$ cat src/position_velocity_bias_kalman_macros.svh
// assertion macros for the position, velocity and bias filter
`ifndef POSITION_VELOCITY_BIAS_KALMAN_MACROS_SVH
`define POSITION_VELOCITY_BIAS_KALMAN_MACROS_SVH
`ifndef ASSERT_OFF
`define PVBK_ASSERT(lbl, prop) \
    lbl: assert property (@(posedge clk) disable iff (!rst_n) prop) \
        else $error("pvbk assertion failed");
`define PVBK_ASSERT_NEXT(lbl, ante, cons) \
    lbl: assert property (@(posedge clk) disable iff (!rst_n) (ante) |=> (cons)) \
        else $error("pvbk assertion failed");
`else
`define PVBK_ASSERT(lbl, prop)
`define PVBK_ASSERT_NEXT(lbl, ante, cons)
`endif
`endif

$ cat src/pvbk_pkg.sv
// package: types, constants, micro-program and arithmetic helpers of the filter
`timescale 1ns / 1ps
package pvbk_pkg;

    localparam int FRAC_BITS = 32;
    localparam int VAL_W     = 48;
    localparam int ACC_W     = 52;
    localparam int HALF_W    = VAL_W / 2;
    localparam int MAG_W     = 2 * VAL_W;
    localparam int DIV_W     = VAL_W + FRAC_BITS;
    localparam int DIV_CNT_W = $clog2(DIV_W + 1);
    localparam int ADDR_W    = 5;
    localparam int DEPTH     = 1 << ADDR_W;
    localparam int SRC_W     = ADDR_W + 1;
    localparam int PC_W      = 8;
    localparam int OP_W      = 4;
    localparam int CFG_IDX_W = 3;
    localparam int QW        = 47;
    localparam int DTW       = 33;

    typedef logic signed [VAL_W-1:0] val_t;

    typedef struct packed {
        val_t measured_position;
        val_t measured_accel;
    } in_item_t;

    typedef struct packed {
        val_t position_estimate;
        val_t velocity_estimate;
        val_t bias_estimate;
    } out_item_t;

    typedef struct packed {
        logic              en;
        logic [ADDR_W-1:0] addr;
        val_t              data;
    } wr_req_t;

    typedef struct packed {
        logic [OP_W-1:0]   op;
        logic [SRC_W-1:0]  src_a;
        logic [SRC_W-1:0]  src_b;
        logic [ADDR_W-1:0] dst;
    } uop_t;

    localparam val_t VAL_MAX = {1'b0, {(VAL_W-1){1'b1}}};
    localparam val_t VAL_MIN = {1'b1, {(VAL_W-1){1'b0}}};
    localparam val_t ONE_Q   = VAL_W'(64'd1 << FRAC_BITS);
    localparam logic signed [ACC_W-1:0] ACC_HI = {{(ACC_W-VAL_W){1'b0}}, VAL_MAX};
    localparam logic signed [ACC_W-1:0] ACC_LO = {{(ACC_W-VAL_W){1'b1}}, VAL_MIN};

    localparam logic [63:0] QP_RESET64 = ((64'd2 << FRAC_BITS) + 64'd50) / 64'd100;
    localparam logic [63:0] QV_RESET64 = ((64'd4 << FRAC_BITS) + 64'd50) / 64'd100;
    localparam logic [63:0] QB_RESET64 = ((64'd1 << FRAC_BITS) + 64'd50) / 64'd100;
    localparam logic [63:0] DT_RESET64 = ((64'd1 << FRAC_BITS) + 64'd100) / 64'd200;
    localparam logic [QW-1:0]  QP_RESET = QP_RESET64[QW-1:0];
    localparam logic [QW-1:0]  QV_RESET = QV_RESET64[QW-1:0];
    localparam logic [QW-1:0]  QB_RESET = QB_RESET64[QW-1:0];
    localparam logic [QW-1:0]  RP_RESET = QB_RESET64[QW-1:0];
    localparam logic [DTW-1:0] DT_RESET = DT_RESET64[DTW-1:0];

    localparam logic [CFG_IDX_W-1:0] CFG_QP = 3'd0;
    localparam logic [CFG_IDX_W-1:0] CFG_QV = 3'd1;
    localparam logic [CFG_IDX_W-1:0] CFG_QB = 3'd2;
    localparam logic [CFG_IDX_W-1:0] CFG_RP = 3'd3;
    localparam logic [CFG_IDX_W-1:0] CFG_C  = 3'd4;
    localparam logic [CFG_IDX_W-1:0] CFG_DT = 3'd5;

    localparam logic [OP_W-1:0] OP_LDA  = 4'd0;
    localparam logic [OP_W-1:0] OP_ADDA = 4'd1;
    localparam logic [OP_W-1:0] OP_SUBA = 4'd2;
    localparam logic [OP_W-1:0] OP_ADDH = 4'd3;
    localparam logic [OP_W-1:0] OP_SUBH = 4'd4;
    localparam logic [OP_W-1:0] OP_ST   = 4'd5;
    localparam logic [OP_W-1:0] OP_MUL  = 4'd6;
    localparam logic [OP_W-1:0] OP_DIV  = 4'd7;
    localparam logic [OP_W-1:0] OP_END  = 4'd8;

    localparam logic [SRC_W-1:0] SRC_DT   = 6'd32;
    localparam logic [SRC_W-1:0] SRC_C    = 6'd33;
    localparam logic [SRC_W-1:0] SRC_QP   = 6'd34;
    localparam logic [SRC_W-1:0] SRC_QV   = 6'd35;
    localparam logic [SRC_W-1:0] SRC_QB   = 6'd36;
    localparam logic [SRC_W-1:0] SRC_R    = 6'd37;
    localparam logic [SRC_W-1:0] SRC_Z    = 6'd38;
    localparam logic [SRC_W-1:0] SRC_A    = 6'd39;
    localparam logic [SRC_W-1:0] SRC_ZERO = 6'd40;

    localparam logic [ADDR_W-1:0] A_P0   = 5'd0;
    localparam logic [ADDR_W-1:0] A_P1   = 5'd1;
    localparam logic [ADDR_W-1:0] A_P2   = 5'd2;
    localparam logic [ADDR_W-1:0] A_P3   = 5'd3;
    localparam logic [ADDR_W-1:0] A_P4   = 5'd4;
    localparam logic [ADDR_W-1:0] A_P5   = 5'd5;
    localparam logic [ADDR_W-1:0] A_P6   = 5'd6;
    localparam logic [ADDR_W-1:0] A_P7   = 5'd7;
    localparam logic [ADDR_W-1:0] A_P8   = 5'd8;
    localparam logic [ADDR_W-1:0] A_POS  = 5'd9;
    localparam logic [ADDR_W-1:0] A_VEL  = 5'd10;
    localparam logic [ADDR_W-1:0] A_BIAS = 5'd11;
    localparam logic [ADDR_W-1:0] A_S    = 5'd12;
    localparam logic [ADDR_W-1:0] A_M1   = 5'd13;
    localparam logic [ADDR_W-1:0] A_M2   = 5'd14;
    localparam logic [ADDR_W-1:0] A_M3   = 5'd15;
    localparam logic [ADDR_W-1:0] A_T    = 5'd16;
    localparam logic [ADDR_W-1:0] A_D0   = 5'd17;
    localparam logic [ADDR_W-1:0] A_D1   = 5'd18;
    localparam logic [ADDR_W-1:0] A_D2   = 5'd19;
    localparam logic [ADDR_W-1:0] A_D3   = 5'd20;
    localparam logic [ADDR_W-1:0] A_D4   = 5'd21;
    localparam logic [ADDR_W-1:0] A_D5   = 5'd22;
    localparam logic [ADDR_W-1:0] A_D6   = 5'd23;
    localparam logic [ADDR_W-1:0] A_D7   = 5'd24;
    localparam logic [ADDR_W-1:0] A_D8   = 5'd25;
    localparam logic [ADDR_W-1:0] A_M8   = 5'd26;
    localparam logic [ADDR_W-1:0] A_U0   = 5'd27;
    localparam logic [ADDR_W-1:0] A_U1   = 5'd28;
    localparam logic [ADDR_W-1:0] A_U2   = 5'd29;
    localparam logic [ADDR_W-1:0] A_T1   = 5'd30;
    localparam logic [ADDR_W-1:0] A_T2   = 5'd31;
    // reused scratch in the correction phase
    localparam logic [ADDR_W-1:0] A_E    = 5'd12;
    localparam logic [ADDR_W-1:0] A_K0   = 5'd13;
    localparam logic [ADDR_W-1:0] A_ERR  = 5'd17;

    localparam logic [PC_W-1:0] PC_PUPD = 8'd58;
    localparam logic [PC_W-1:0] PC_SUPD = 8'd109;
    localparam logic [PC_W-1:0] PC_PCOR = 8'd121;
    localparam logic [PC_W-1:0] PC_END  = 8'd157;
    localparam logic [PC_W-1:0] BLK9    = 8'd36;
    localparam logic [PC_W-1:0] BLK3    = 8'd12;

    function automatic logic [VAL_W-1:0] mag(input val_t v);
        mag = v[VAL_W-1] ? VAL_W'(~v + 1'b1) : VAL_W'(v);
    endfunction

    function automatic val_t sat_acc(input logic signed [ACC_W-1:0] v);
        if (v > ACC_HI)
            sat_acc = VAL_MAX;
        else if (v < ACC_LO)
            sat_acc = VAL_MIN;
        else
            sat_acc = v[VAL_W-1:0];
    endfunction

    function automatic val_t sat_mag(input logic [MAG_W-1:0] m, input logic neg);
        if (neg)
        begin
            if ((|m[MAG_W-1:VAL_W]) || (m[VAL_W-1] && (|m[VAL_W-2:0])))
                sat_mag = VAL_MIN;
            else
                sat_mag = VAL_W'(~m[VAL_W-1:0] + 1'b1);
        end
        else
        begin
            if (|m[MAG_W-1:VAL_W-1])
                sat_mag = VAL_MAX;
            else
                sat_mag = m[VAL_W-1:0];
        end
    endfunction

    function automatic val_t reset_value(input logic [ADDR_W-1:0] a);
        if (a == A_P0 || a == A_P4 || a == A_P8)
            reset_value = ONE_Q;
        else
            reset_value = '0;
    endfunction

    function automatic logic [SRC_W-1:0] msrc(input logic [ADDR_W-1:0] a);
        msrc = {1'b0, a};
    endfunction

    function automatic uop_t mk(input logic [OP_W-1:0] op, input logic [SRC_W-1:0] a,
                                input logic [SRC_W-1:0] b, input logic [ADDR_W-1:0] d);
        mk = '{op: op, src_a: a, src_b: b, dst: d};
    endfunction

    function automatic uop_t u_op1(input logic [OP_W-1:0] op, input logic [SRC_W-1:0] a);
        u_op1 = mk(op, a, SRC_ZERO, A_P0);
    endfunction

    function automatic uop_t u_st(input logic [ADDR_W-1:0] d);
        u_st = mk(OP_ST, SRC_ZERO, SRC_ZERO, d);
    endfunction

    function automatic uop_t u_mul(input logic [SRC_W-1:0] a, input logic [SRC_W-1:0] b,
                                   input logic [ADDR_W-1:0] d);
        u_mul = mk(OP_MUL, a, b, d);
    endfunction

    function automatic uop_t uop_rom(input logic [PC_W-1:0] pc);
        uop_t              u;
        logic [PC_W-1:0]   k;
        logic [3:0]        j;
        logic [1:0]        s;
        logic [ADDR_W-1:0] r;
        logic [ADDR_W-1:0] tc;
        u  = mk(OP_END, SRC_ZERO, SRC_ZERO, A_P0);
        k  = '0;
        r  = '0;
        tc = A_U0;
        if (pc >= PC_PUPD && pc < PC_PUPD + BLK9)
        begin
            // covariance prediction, one entry in four steps
            k = pc - PC_PUPD;
            j = k[5:2];
            s = k[1:0];
            unique case (s)
                2'd0: u = u_mul(msrc(A_D0 + ADDR_W'(j)), SRC_DT, A_T);
                2'd1: u = u_op1(OP_LDA, msrc(ADDR_W'(j)));
                2'd2: u = u_op1(OP_ADDA, msrc(A_T));
                2'd3: u = u_st(ADDR_W'(j));
            endcase
        end
        else if (pc >= PC_SUPD && pc < PC_SUPD + BLK3)
        begin
            // state correction
            k = pc - PC_SUPD;
            j = k[5:2];
            s = k[1:0];
            r = ADDR_W'(j);
            unique case (s)
                2'd0: u = u_mul(msrc(A_K0 + r), msrc(A_ERR), A_T);
                2'd1: u = u_op1(OP_LDA, msrc(A_POS + r));
                2'd2: u = u_op1(OP_ADDA, msrc(A_T));
                2'd3: u = u_st(A_POS + r);
            endcase
        end
        else if (pc >= PC_PCOR && pc < PC_PCOR + BLK9)
        begin
            // covariance correction
            k = pc - PC_PCOR;
            j = k[5:2];
            s = k[1:0];
            priority if (j < 4'd3)
            begin
                r  = '0;
                tc = (j == 4'd0) ? A_U0 : ((j == 4'd1) ? A_T1 : A_T2);
            end
            else if (j < 4'd6)
            begin
                r  = 5'd1;
                tc = (j == 4'd3) ? A_U0 : ((j == 4'd4) ? A_T1 : A_T2);
            end
            else
            begin
                r  = 5'd2;
                tc = (j == 4'd6) ? A_U0 : ((j == 4'd7) ? A_T1 : A_T2);
            end
            unique case (s)
                2'd0: u = u_mul(msrc(A_K0 + r), msrc(tc), A_T);
                2'd1: u = u_op1(OP_LDA, msrc(ADDR_W'(j)));
                2'd2: u = u_op1(OP_SUBA, msrc(A_T));
                2'd3: u = u_st(ADDR_W'(j));
            endcase
        end
        else
        begin
            unique case (pc)
                // prediction of the estimates
                8'd0:   u = u_op1(OP_LDA, SRC_A);
                8'd1:   u = u_op1(OP_SUBA, msrc(A_BIAS));
                8'd2:   u = u_st(A_S);
                8'd3:   u = u_mul(msrc(A_S), SRC_DT, A_M1);
                8'd4:   u = u_op1(OP_LDA, msrc(A_VEL));
                8'd5:   u = u_op1(OP_ADDA, msrc(A_M1));
                8'd6:   u = u_st(A_VEL);
                8'd7:   u = u_mul(msrc(A_M1), SRC_DT, A_M2);
                8'd8:   u = u_mul(msrc(A_VEL), SRC_DT, A_M3);
                8'd9:   u = u_op1(OP_LDA, msrc(A_POS));
                8'd10:  u = u_op1(OP_ADDH, msrc(A_M2));
                8'd11:  u = u_op1(OP_ADDA, msrc(A_M3));
                8'd12:  u = u_st(A_POS);
                // rate terms
                8'd13:  u = u_op1(OP_LDA, msrc(A_P4));
                8'd14:  u = u_op1(OP_SUBH, msrc(A_P6));
                8'd15:  u = u_op1(OP_SUBH, msrc(A_P2));
                8'd16:  u = u_st(A_T);
                8'd17:  u = u_mul(msrc(A_T), SRC_DT, A_T);
                8'd18:  u = u_op1(OP_LDA, SRC_QP);
                8'd19:  u = u_op1(OP_ADDA, msrc(A_P1));
                8'd20:  u = u_op1(OP_ADDA, msrc(A_P3));
                8'd21:  u = u_op1(OP_ADDA, msrc(A_T));
                8'd22:  u = u_st(A_D0);
                8'd23:  u = u_op1(OP_LDA, SRC_ZERO);
                8'd24:  u = u_op1(OP_ADDH, msrc(A_P7));
                8'd25:  u = u_op1(OP_ADDA, msrc(A_P5));
                8'd26:  u = u_st(A_T);
                8'd27:  u = u_mul(msrc(A_T), SRC_DT, A_T);
                8'd28:  u = u_op1(OP_LDA, msrc(A_P4));
                8'd29:  u = u_op1(OP_SUBA, msrc(A_P2));
                8'd30:  u = u_op1(OP_SUBA, msrc(A_T));
                8'd31:  u = u_st(A_D1);
                8'd32:  u = u_mul(msrc(A_P8), SRC_DT, A_M8);
                8'd33:  u = u_op1(OP_LDA, msrc(A_P5));
                8'd34:  u = u_op1(OP_SUBH, msrc(A_M8));
                8'd35:  u = u_st(A_D2);
                8'd36:  u = u_op1(OP_LDA, msrc(A_P7));
                8'd37:  u = u_op1(OP_ADDH, msrc(A_P5));
                8'd38:  u = u_st(A_T);
                8'd39:  u = u_mul(msrc(A_T), SRC_DT, A_T);
                8'd40:  u = u_op1(OP_LDA, msrc(A_P4));
                8'd41:  u = u_op1(OP_SUBA, msrc(A_P6));
                8'd42:  u = u_op1(OP_SUBA, msrc(A_T));
                8'd43:  u = u_st(A_D3);
                8'd44:  u = u_op1(OP_LDA, SRC_QV);
                8'd45:  u = u_op1(OP_SUBA, msrc(A_P7));
                8'd46:  u = u_op1(OP_SUBA, msrc(A_P5));
                8'd47:  u = u_op1(OP_ADDA, msrc(A_M8));
                8'd48:  u = u_st(A_D4);
                8'd49:  u = u_op1(OP_LDA, SRC_ZERO);
                8'd50:  u = u_op1(OP_SUBA, msrc(A_P8));
                8'd51:  u = u_st(A_D5);
                8'd52:  u = u_st(A_D7);
                8'd53:  u = u_op1(OP_LDA, msrc(A_P7));
                8'd54:  u = u_op1(OP_SUBH, msrc(A_M8));
                8'd55:  u = u_st(A_D6);
                8'd56:  u = u_op1(OP_LDA, SRC_QB);
                8'd57:  u = u_st(A_D8);
                // gains
                8'd94:  u = u_mul(SRC_C, msrc(A_P0), A_U0);
                8'd95:  u = u_mul(SRC_C, msrc(A_P3), A_U1);
                8'd96:  u = u_mul(SRC_C, msrc(A_P6), A_U2);
                8'd97:  u = u_mul(SRC_C, msrc(A_P1), A_T1);
                8'd98:  u = u_mul(SRC_C, msrc(A_P2), A_T2);
                8'd99:  u = u_mul(SRC_C, msrc(A_U0), A_T);
                8'd100: u = u_op1(OP_LDA, SRC_R);
                8'd101: u = u_op1(OP_ADDA, msrc(A_T));
                8'd102: u = u_st(A_E);
                8'd103: u = mk(OP_DIV, msrc(A_U0), msrc(A_E), A_K0);
                8'd104: u = mk(OP_DIV, msrc(A_U1), msrc(A_E), A_K0 + 5'd1);
                8'd105: u = mk(OP_DIV, msrc(A_U2), msrc(A_E), A_K0 + 5'd2);
                8'd106: u = u_op1(OP_LDA, SRC_Z);
                8'd107: u = u_op1(OP_SUBA, msrc(A_POS));
                8'd108: u = u_st(A_ERR);
                default: u = mk(OP_END, SRC_ZERO, SRC_ZERO, A_P0);
            endcase
        end
        uop_rom = u;
    endfunction

endpackage

$ cat src/pvbk_div.sv
// restoring divider for the gains, one quotient bit a cycle
`timescale 1ns / 1ps
module pvbk_div
(
    input  logic            clk,
    input  logic            rst_n,
    input  logic            start,
    input  pvbk_pkg::val_t  num,
    input  pvbk_pkg::val_t  den,
    output logic            done,
    output pvbk_pkg::val_t  quot
);

    logic [pvbk_pkg::DIV_W-1:0]     dv_reg;
    logic [pvbk_pkg::DIV_W-1:0]     q_reg;
    logic [pvbk_pkg::VAL_W-1:0]     y_reg;
    logic [pvbk_pkg::VAL_W-1:0]     r_reg;
    logic                           neg_reg;
    logic                           zero_reg;
    logic [pvbk_pkg::DIV_CNT_W-1:0] cnt_reg;
    logic                           busy_reg;
    logic                           fin_reg;
    logic                           done_reg;
    pvbk_pkg::val_t                 quot_reg;
    logic [pvbk_pkg::VAL_W:0]       r2;
    logic [pvbk_pkg::VAL_W+1:0]     trial;

    always_comb
    begin
        r2    = {r_reg, dv_reg[pvbk_pkg::DIV_W-1]};
        trial = {1'b0, r2} - {2'b00, y_reg};
    end

    always_ff @(posedge clk or negedge rst_n)
    begin
        if (!rst_n)
        begin
            busy_reg <= 1'b0;
            fin_reg  <= 1'b0;
            done_reg <= 1'b0;
            cnt_reg  <= '0;
        end
        else
        begin
            fin_reg  <= 1'b0;
            done_reg <= fin_reg;
            if (start)
            begin
                busy_reg <= 1'b1;
                cnt_reg  <= pvbk_pkg::DIV_CNT_W'(pvbk_pkg::DIV_W);
            end
            else if (busy_reg)
            begin
                cnt_reg <= cnt_reg - 1'b1;
                if (cnt_reg == pvbk_pkg::DIV_CNT_W'(1))
                begin
                    busy_reg <= 1'b0;
                    fin_reg  <= 1'b1;
                end
            end
        end
    end

    always_ff @(posedge clk)
    begin
        if (start)
        begin
            dv_reg   <= pvbk_pkg::DIV_W'(pvbk_pkg::mag(num)) << pvbk_pkg::FRAC_BITS;
            y_reg    <= pvbk_pkg::mag(den);
            r_reg    <= '0;
            q_reg    <= '0;
            neg_reg  <= num[pvbk_pkg::VAL_W-1] ^ den[pvbk_pkg::VAL_W-1];
            zero_reg <= (den == '0);
        end
        else if (busy_reg)
        begin
            dv_reg <= dv_reg << 1;
            if (!trial[pvbk_pkg::VAL_W+1])
            begin
                r_reg <= trial[pvbk_pkg::VAL_W-1:0];
                q_reg <= {q_reg[pvbk_pkg::DIV_W-2:0], 1'b1};
            end
            else
            begin
                r_reg <= r2[pvbk_pkg::VAL_W-1:0];
                q_reg <= {q_reg[pvbk_pkg::DIV_W-2:0], 1'b0};
            end
        end
        if (fin_reg)
            quot_reg <= zero_reg ? '0
                                 : pvbk_pkg::sat_mag(pvbk_pkg::MAG_W'(q_reg), neg_reg);
    end

    assign done = done_reg;
    assign quot = quot_reg;

endmodule

$ cat config.mk
export PLATFORM = sky130hd
export DESIGN_NAME = pvbk_div
export DESIGN_NICKNAME = d
export VERILOG_FILES = /design/src/position_velocity_bias_kalman_macros.svh /design/src/pvbk_pkg.sv /design/src/pvbk_div.sv
export SDC_FILE = /design/constraint.sdc
export NUM_CORES = 1
export LEC_CHECK = 0
export BUFFER_PORTS_ARGS = -buffer_cell sky130_fd_sc_hd__buf_4
export CELL_PAD_IN_SITES_DETAIL_PLACEMENT = 0
export CELL_PAD_IN_SITES_GLOBAL_PLACEMENT = 2
export CORE_MARGIN = 2
export CORE_UTILIZATION = 38
export DETAILED_ROUTE_END_ITERATION = 6
export MAX_ROUTING_LAYER = met4
export PLACE_DENSITY = 0.91
export SYNTH_ARGS = -nofsm -noshare
export SYNTH_HDL_FRONTEND = slang
export SYNTH_SLANG_ARGS = --single-unit
$ cat constraint.sdc
create_clock -name clk -period 4.6 [get_ports clk]
set_clock_uncertainty 0.2 [all_clocks]
set_input_delay 0.92 -clock clk [delete_from_list [all_inputs] [get_ports clk]]
set_output_delay 0.92 -clock clk [all_outputs]
set_load 0.01 [all_outputs]
Word-level counts from Yosys, hierarchy flattened
Cells that the tools add are included.

storage, ports and cells
  register bits = 284
  bits of input ports = 99

cells by class
  add/subtract/negate cells = 5
  eq/ne operators = 1
  multiplexer cells = 17
  bitwise logic cells = 4
  reductions and logical operators = 7

operators with widths
  cell                   count
  $mux 48                5
  $mux 80                2
  $add 48x1->48 const B  3
  $not 48->48            3
  $sub 49x48->50         1
  $logic_not 48->1       1
  $mux 47                1
  $reduce_or 47->1       1
  $reduce_or 33->1       1
  $reduce_or 32->1       1
  $mux 7                 2
  $eq 7x1->1 const B     1
  $mux 1                 7
  $sub 7x1->7 const B    1
  $reduce_bool 2->1      1
  $logic_and 1x1->1      1
  $logic_or 1x1->1       1
  $xor 1x1->1            1

Longest topological paths before layout
  depth in word-level cells = 5
  depth in mapped cells = 15
  gate-level depth less buffers = 13

Worst setup path before layout
Ideal clock, no wire load.

  path kind = input to register
  start = input port num[4]
  end = register dv_reg[70] (netlist bit) (data pin)
  setup time = 0.260 ns
  arrival time = 3.313 ns
  setup slack = 0.828 ns
  stages on the path = 9
  buffers on the path = 0
  cell sequence = or4_1 > nor4_2 > nand3_1 > or3_1 > o31ai_1 > nand2_1 > a21oi_1 > xnor2_1 > mux2_2

between the ends
  cells in the longest elaborated chain, start to end = 4

RTL lines
  item                    RTL line         RTL
  start: declaration      pvbk_div.sv:8    input pvbk_pkg::val_t num,
  $not 48->48             pvbk_pkg.sv:135  mag = v[VAL_W-1] ? VAL_W'(~v + 1'b1) : VAL_W'(v);
  $add 48x1->48           pvbk_pkg.sv:135
  $mux 48                 pvbk_pkg.sv:135
  $mux 80                 pvbk_div.sv:66   if (start)
  end signal: assignment  pvbk_div.sv:68   dv_reg <= pvbk_pkg::DIV_W'(pvbk_pkg::mag(num)) << pvbk_pkg::FRAC_BITS;
  end signal: assignment  pvbk_div.sv:77   dv_reg <= dv_reg << 1;
  end: declaration        pvbk_div.sv:14   logic [pvbk_pkg::DIV_W-1:0] dv_reg;

Every way passes these cells.
A chain may end at the register's enable or synchronous reset.

Final worst setup path
  start = register y_reg[10] (netlist bit)
  end = register r_reg[0] (netlist bit)

between the ends
  cells in the longest elaborated chain, start to end = 2

RTL lines
  item                      RTL line        RTL
  start: declaration        pvbk_div.sv:16  logic [pvbk_pkg::VAL_W-1:0] y_reg;
  start signal: assignment  pvbk_div.sv:69  y_reg <= pvbk_pkg::mag(den);
  $sub 49x48->50            pvbk_div.sv:31  trial = {1'b0, r2} - {2'b00, y_reg};
  $mux 48                   pvbk_div.sv:78  if (!trial[pvbk_pkg::VAL_W+1])
  end signal: assignment    pvbk_div.sv:80  r_reg <= trial[pvbk_pkg::VAL_W-1:0];
  end signal: assignment    pvbk_div.sv:85  r_reg <= r2[pvbk_pkg::VAL_W-1:0];
  end: declaration          pvbk_div.sv:17  logic [pvbk_pkg::VAL_W-1:0] r_reg;

Every way passes these cells.

==> metrics.csv <==
stage;metric;value;unit
run;max-cap violation count;0;
power;Design Power;9.18;mW
worst_setup_path;Worst EP required;4.85;ns
floorplan;Initial Utilization;38.3;%
cts;clock tree buffer depth;3;
synthesis;Syn Std Cell Area;16800;sq um
cts;TritonCTS buffer count;34;
synthesis;YS warnings;0;
drt;Antenna Nets Post-Route;0;
floorplan;core area;43900;sq um
cts;Skew-Pair Late Insertion Delay;0.55;ns
synthesis;Seq cells post-synth;284;
cts;Clock Root Buffer;clkbuf_16;
cells_and_area;fraction of layout cells with a size suffix above 1;13.8;%
worst_setup_path;CP arrival;4.29;ns
global_routing;Total GRT Usage;18.0;%
global_routing;grt total ovfl;0;
synthesis;Avg Cell Area, Syn;9.30;sq um
placement;placer congestion estimate;0.847;
sta;fmax;247;MHz
drt;wire length per cell;15.9;um
power;P_leak;8.41;nW
cts;Post-CTS Setup Bufs;0;
sta;Tmin final;4.04;ns
cts;clock sink total;284;
sta;Max Slew Vio Count;0;
drt;metal2 WL;18200;um
cells_and_area;area grow syn2layout;16.1;%
worst_hold_path;Min-Delay Path Class;reg2reg;
drt;DR top layer;met4;
worst_setup_path;Worst Setup Path Type;reg2reg;
floorplan;die height;214;um
cells_and_area;Finished Cell Area;19500;sq um
drt;1st-iter DRT viols;814;
run_status;status;completed;
floorplan;num rows;77;
global_routing;largest net degree at the start of global routing;122;
power;peak supply drop;0.247;mV
drt;Met1 Wirelength;19300;um
drt;vias per cell;5.29;
global_routing;number of global-route vias before repair;13000;
cts;clock transition at the registers of the reported paths;0.06;ns
synthesis;dominant synthesized flop cell;edfxtp_1;
synthesis;Post-synth ARST share;3.52;%
placement;Post-DP HPWL;28300;um
synthesis;largest area contributor in the netlist;edfxtp_1;
synthesis;number of flops mapped to enable cells by yosys;146;
drt;Vias;13400;
synthesis;largest cells by area after synthesis;edfxtp_1 (26%), dfxtp_1 (15%), mux2i_1 (7.4%);
drt;met3 wire len;1930;um
synthesis;Mapped Nets;1962;
sta;Final setup viols;0;
cells_and_area;n_diodes;0;
synthesis;Yosys cell types;78;
global_routing;initial antenna violation count;0;
synthesis;Synth Instances;1809;
synthesis;post-synth top area share;26.1;%
sta;setup tns final;0;ns
floorplan;DIE WIDTH;214;um
cells_and_area;Nets;2065;
cells_and_area;commonest non-fill, non-tap cells in the layout;nor2_1 (255), buf_4 (163), edfxtp_1 (146);
sta;relative slew slack;27.4;%
cts;CTS tree;yes;
sta;RSZ-0062 raised after global routing;no;
synthesis;sequential fraction of the synthesis area;42.8;%
worst_setup_path;Setup crit end kind;register;
cells_and_area;Final Util;44.4;%
placement;Buffers on Ports;147;
cells_and_area;max reg flops;80;
global_routing;first-pass GRT wire length;66600;um
placement;placed inst area;18400;sq um
floorplan;die area;46000;sq um
drt;WL final;40200;um
sta;Hold Fails Final Rpt;0;
cts;H-tree depth;2;
cells_and_area;fillers;4369;
sta;worst slew pin tran;1.09;ns
placement;worst slack, placed;0.339;ns
worst_setup_path;largest fanout on the critical path;19;
worst_setup_path;startpoint types;register;
sta;final worst path period share;87.9;%
drt;post-route DRC violation count;0;
cells_and_area;most common cell after layout, fill and taps aside;nor2_1;
floorplan;Boundary Pins;148;
drt;Detailed Routing Iterations Pass 1;5;
power;pwr dens;470;nW/um^2
sta;setup ws final;0.558;ns
-- critical path: stages, from the launching register on --
cell       delay, ns
edfxtp_1        0.32
inv_1           0.04
ha_1            0.36
a21oi_1         0.15
o21ai_0         0.13
a311o_1         0.42
o41ai_2         0.53
nor3_1          0.11
o2111ai_1       0.34
nand2_1         0.10
a41o_2          0.50
buf_12          0.25
mux2_2          0.27
a211oi_1        0.23
-- area by class of cell --
class	instances	area, sq um	area share, %
Multi-Input combinational cell	1349	8880	45.5
Sequential cell	284	7200	36.9
Timing Repair Buffer	169	1330	6.80
Clock buffer	46	947	4.85
Tap cell	592	741	3.79
Inverter	74	278	1.42
Clock inverter	16	150	0.769
-- power breakdown --
group / total, mW / internal, mW / switching (mW)
Combinational: 3.35 / 1.51 / 1.84
Sequential: 3.19 / 2.99 / 0.195
Clock: 2.64 / 1.57 / 1.07
Total: 9.18 / 6.07 / 3.11
-- stage by stage --
stage                     hold WS [ns]  instances
after CTS                        0.291       2530
after floorplan                  0.261       1809
after detailed placement         0.282       2467
after global routing             0.311       2530
final                            0.292       2530
after global placement           0.277       2467
-- layer usage --
layer | global-route usage, % | up-vias
met1 | 23.9 | 6307
li1 | - | 6777
met4 | 4.54 | 0
met5 | - | -
met3 | 3.28 | 51
met2 | 28.4 | 253
-- kinds of logic after synthesis --
kind of cell             after synthesis  synth area share, %
adder cells (fa/ha/maj)               54                 4.06
flip-flops                           284                 42.8
multiplexers                         132                 7.91
AND/OR/NAND/NOR                      575                 16.4
buffers and inverters                176                 4.43
AO/OA/AOI/OAI                        447                 17.1
XOR/XNOR                             141                 7.34
-- synthesized netlist by cell type (all sizes together) (13+ instances only) --
cell type  instances
inv               73
a21o              47
a211oi            54
a21oi            125
buf               16
nand2b            16
clkbuf            84
or3               23
o21ai             80
or4               18
ha                53
o31ai             52
nor4              21
dfxtp            128
xor2              63
mux2i            124
edfxtp           146
or2               13
nand2            110
a31oi             25
nor2             256
nand3             23
o41ai             13
xnor2             78
nor3              36
-- path summary, 6_finish.rpt --
kind / from / endpoint / slack [ns] / cells past startpoint
worst max-delay path: y_reg[10]$_DFFE_PP_ / r_reg[0]$_SDFFE_PP0P_ / 0.56 / 13
worst min-delay path: r_reg[47]$_SDFFE_PP0P_ / r_reg[47]$_SDFFE_PP0P_ / 0.29 / 2
worst max register to register: y_reg[10]$_DFFE_PP_ / r_reg[0]$_SDFFE_PP0P_ / 0.56 / 13
worst min register to register: r_reg[47]$_SDFFE_PP0P_ / r_reg[47]$_SDFFE_PP0P_ / 0.29 / 2
max in group asynchronous: rst_n / busy_reg$_DFF_PN0_ / 3.47 / 2
min in group asynchronous: rst_n / done$_DFF_PN0_ / 0.54 / 2
-- what timing repair did --
| item | 4_1_cts | 5_1_grt |
|---|---|---|
| gates resized for setup | 0 | 0 |
| endpoints found under the hold margin | 10 | 0 |
| hold buffers | 1 | 0 |
Power figures use the tool's default switching activity.
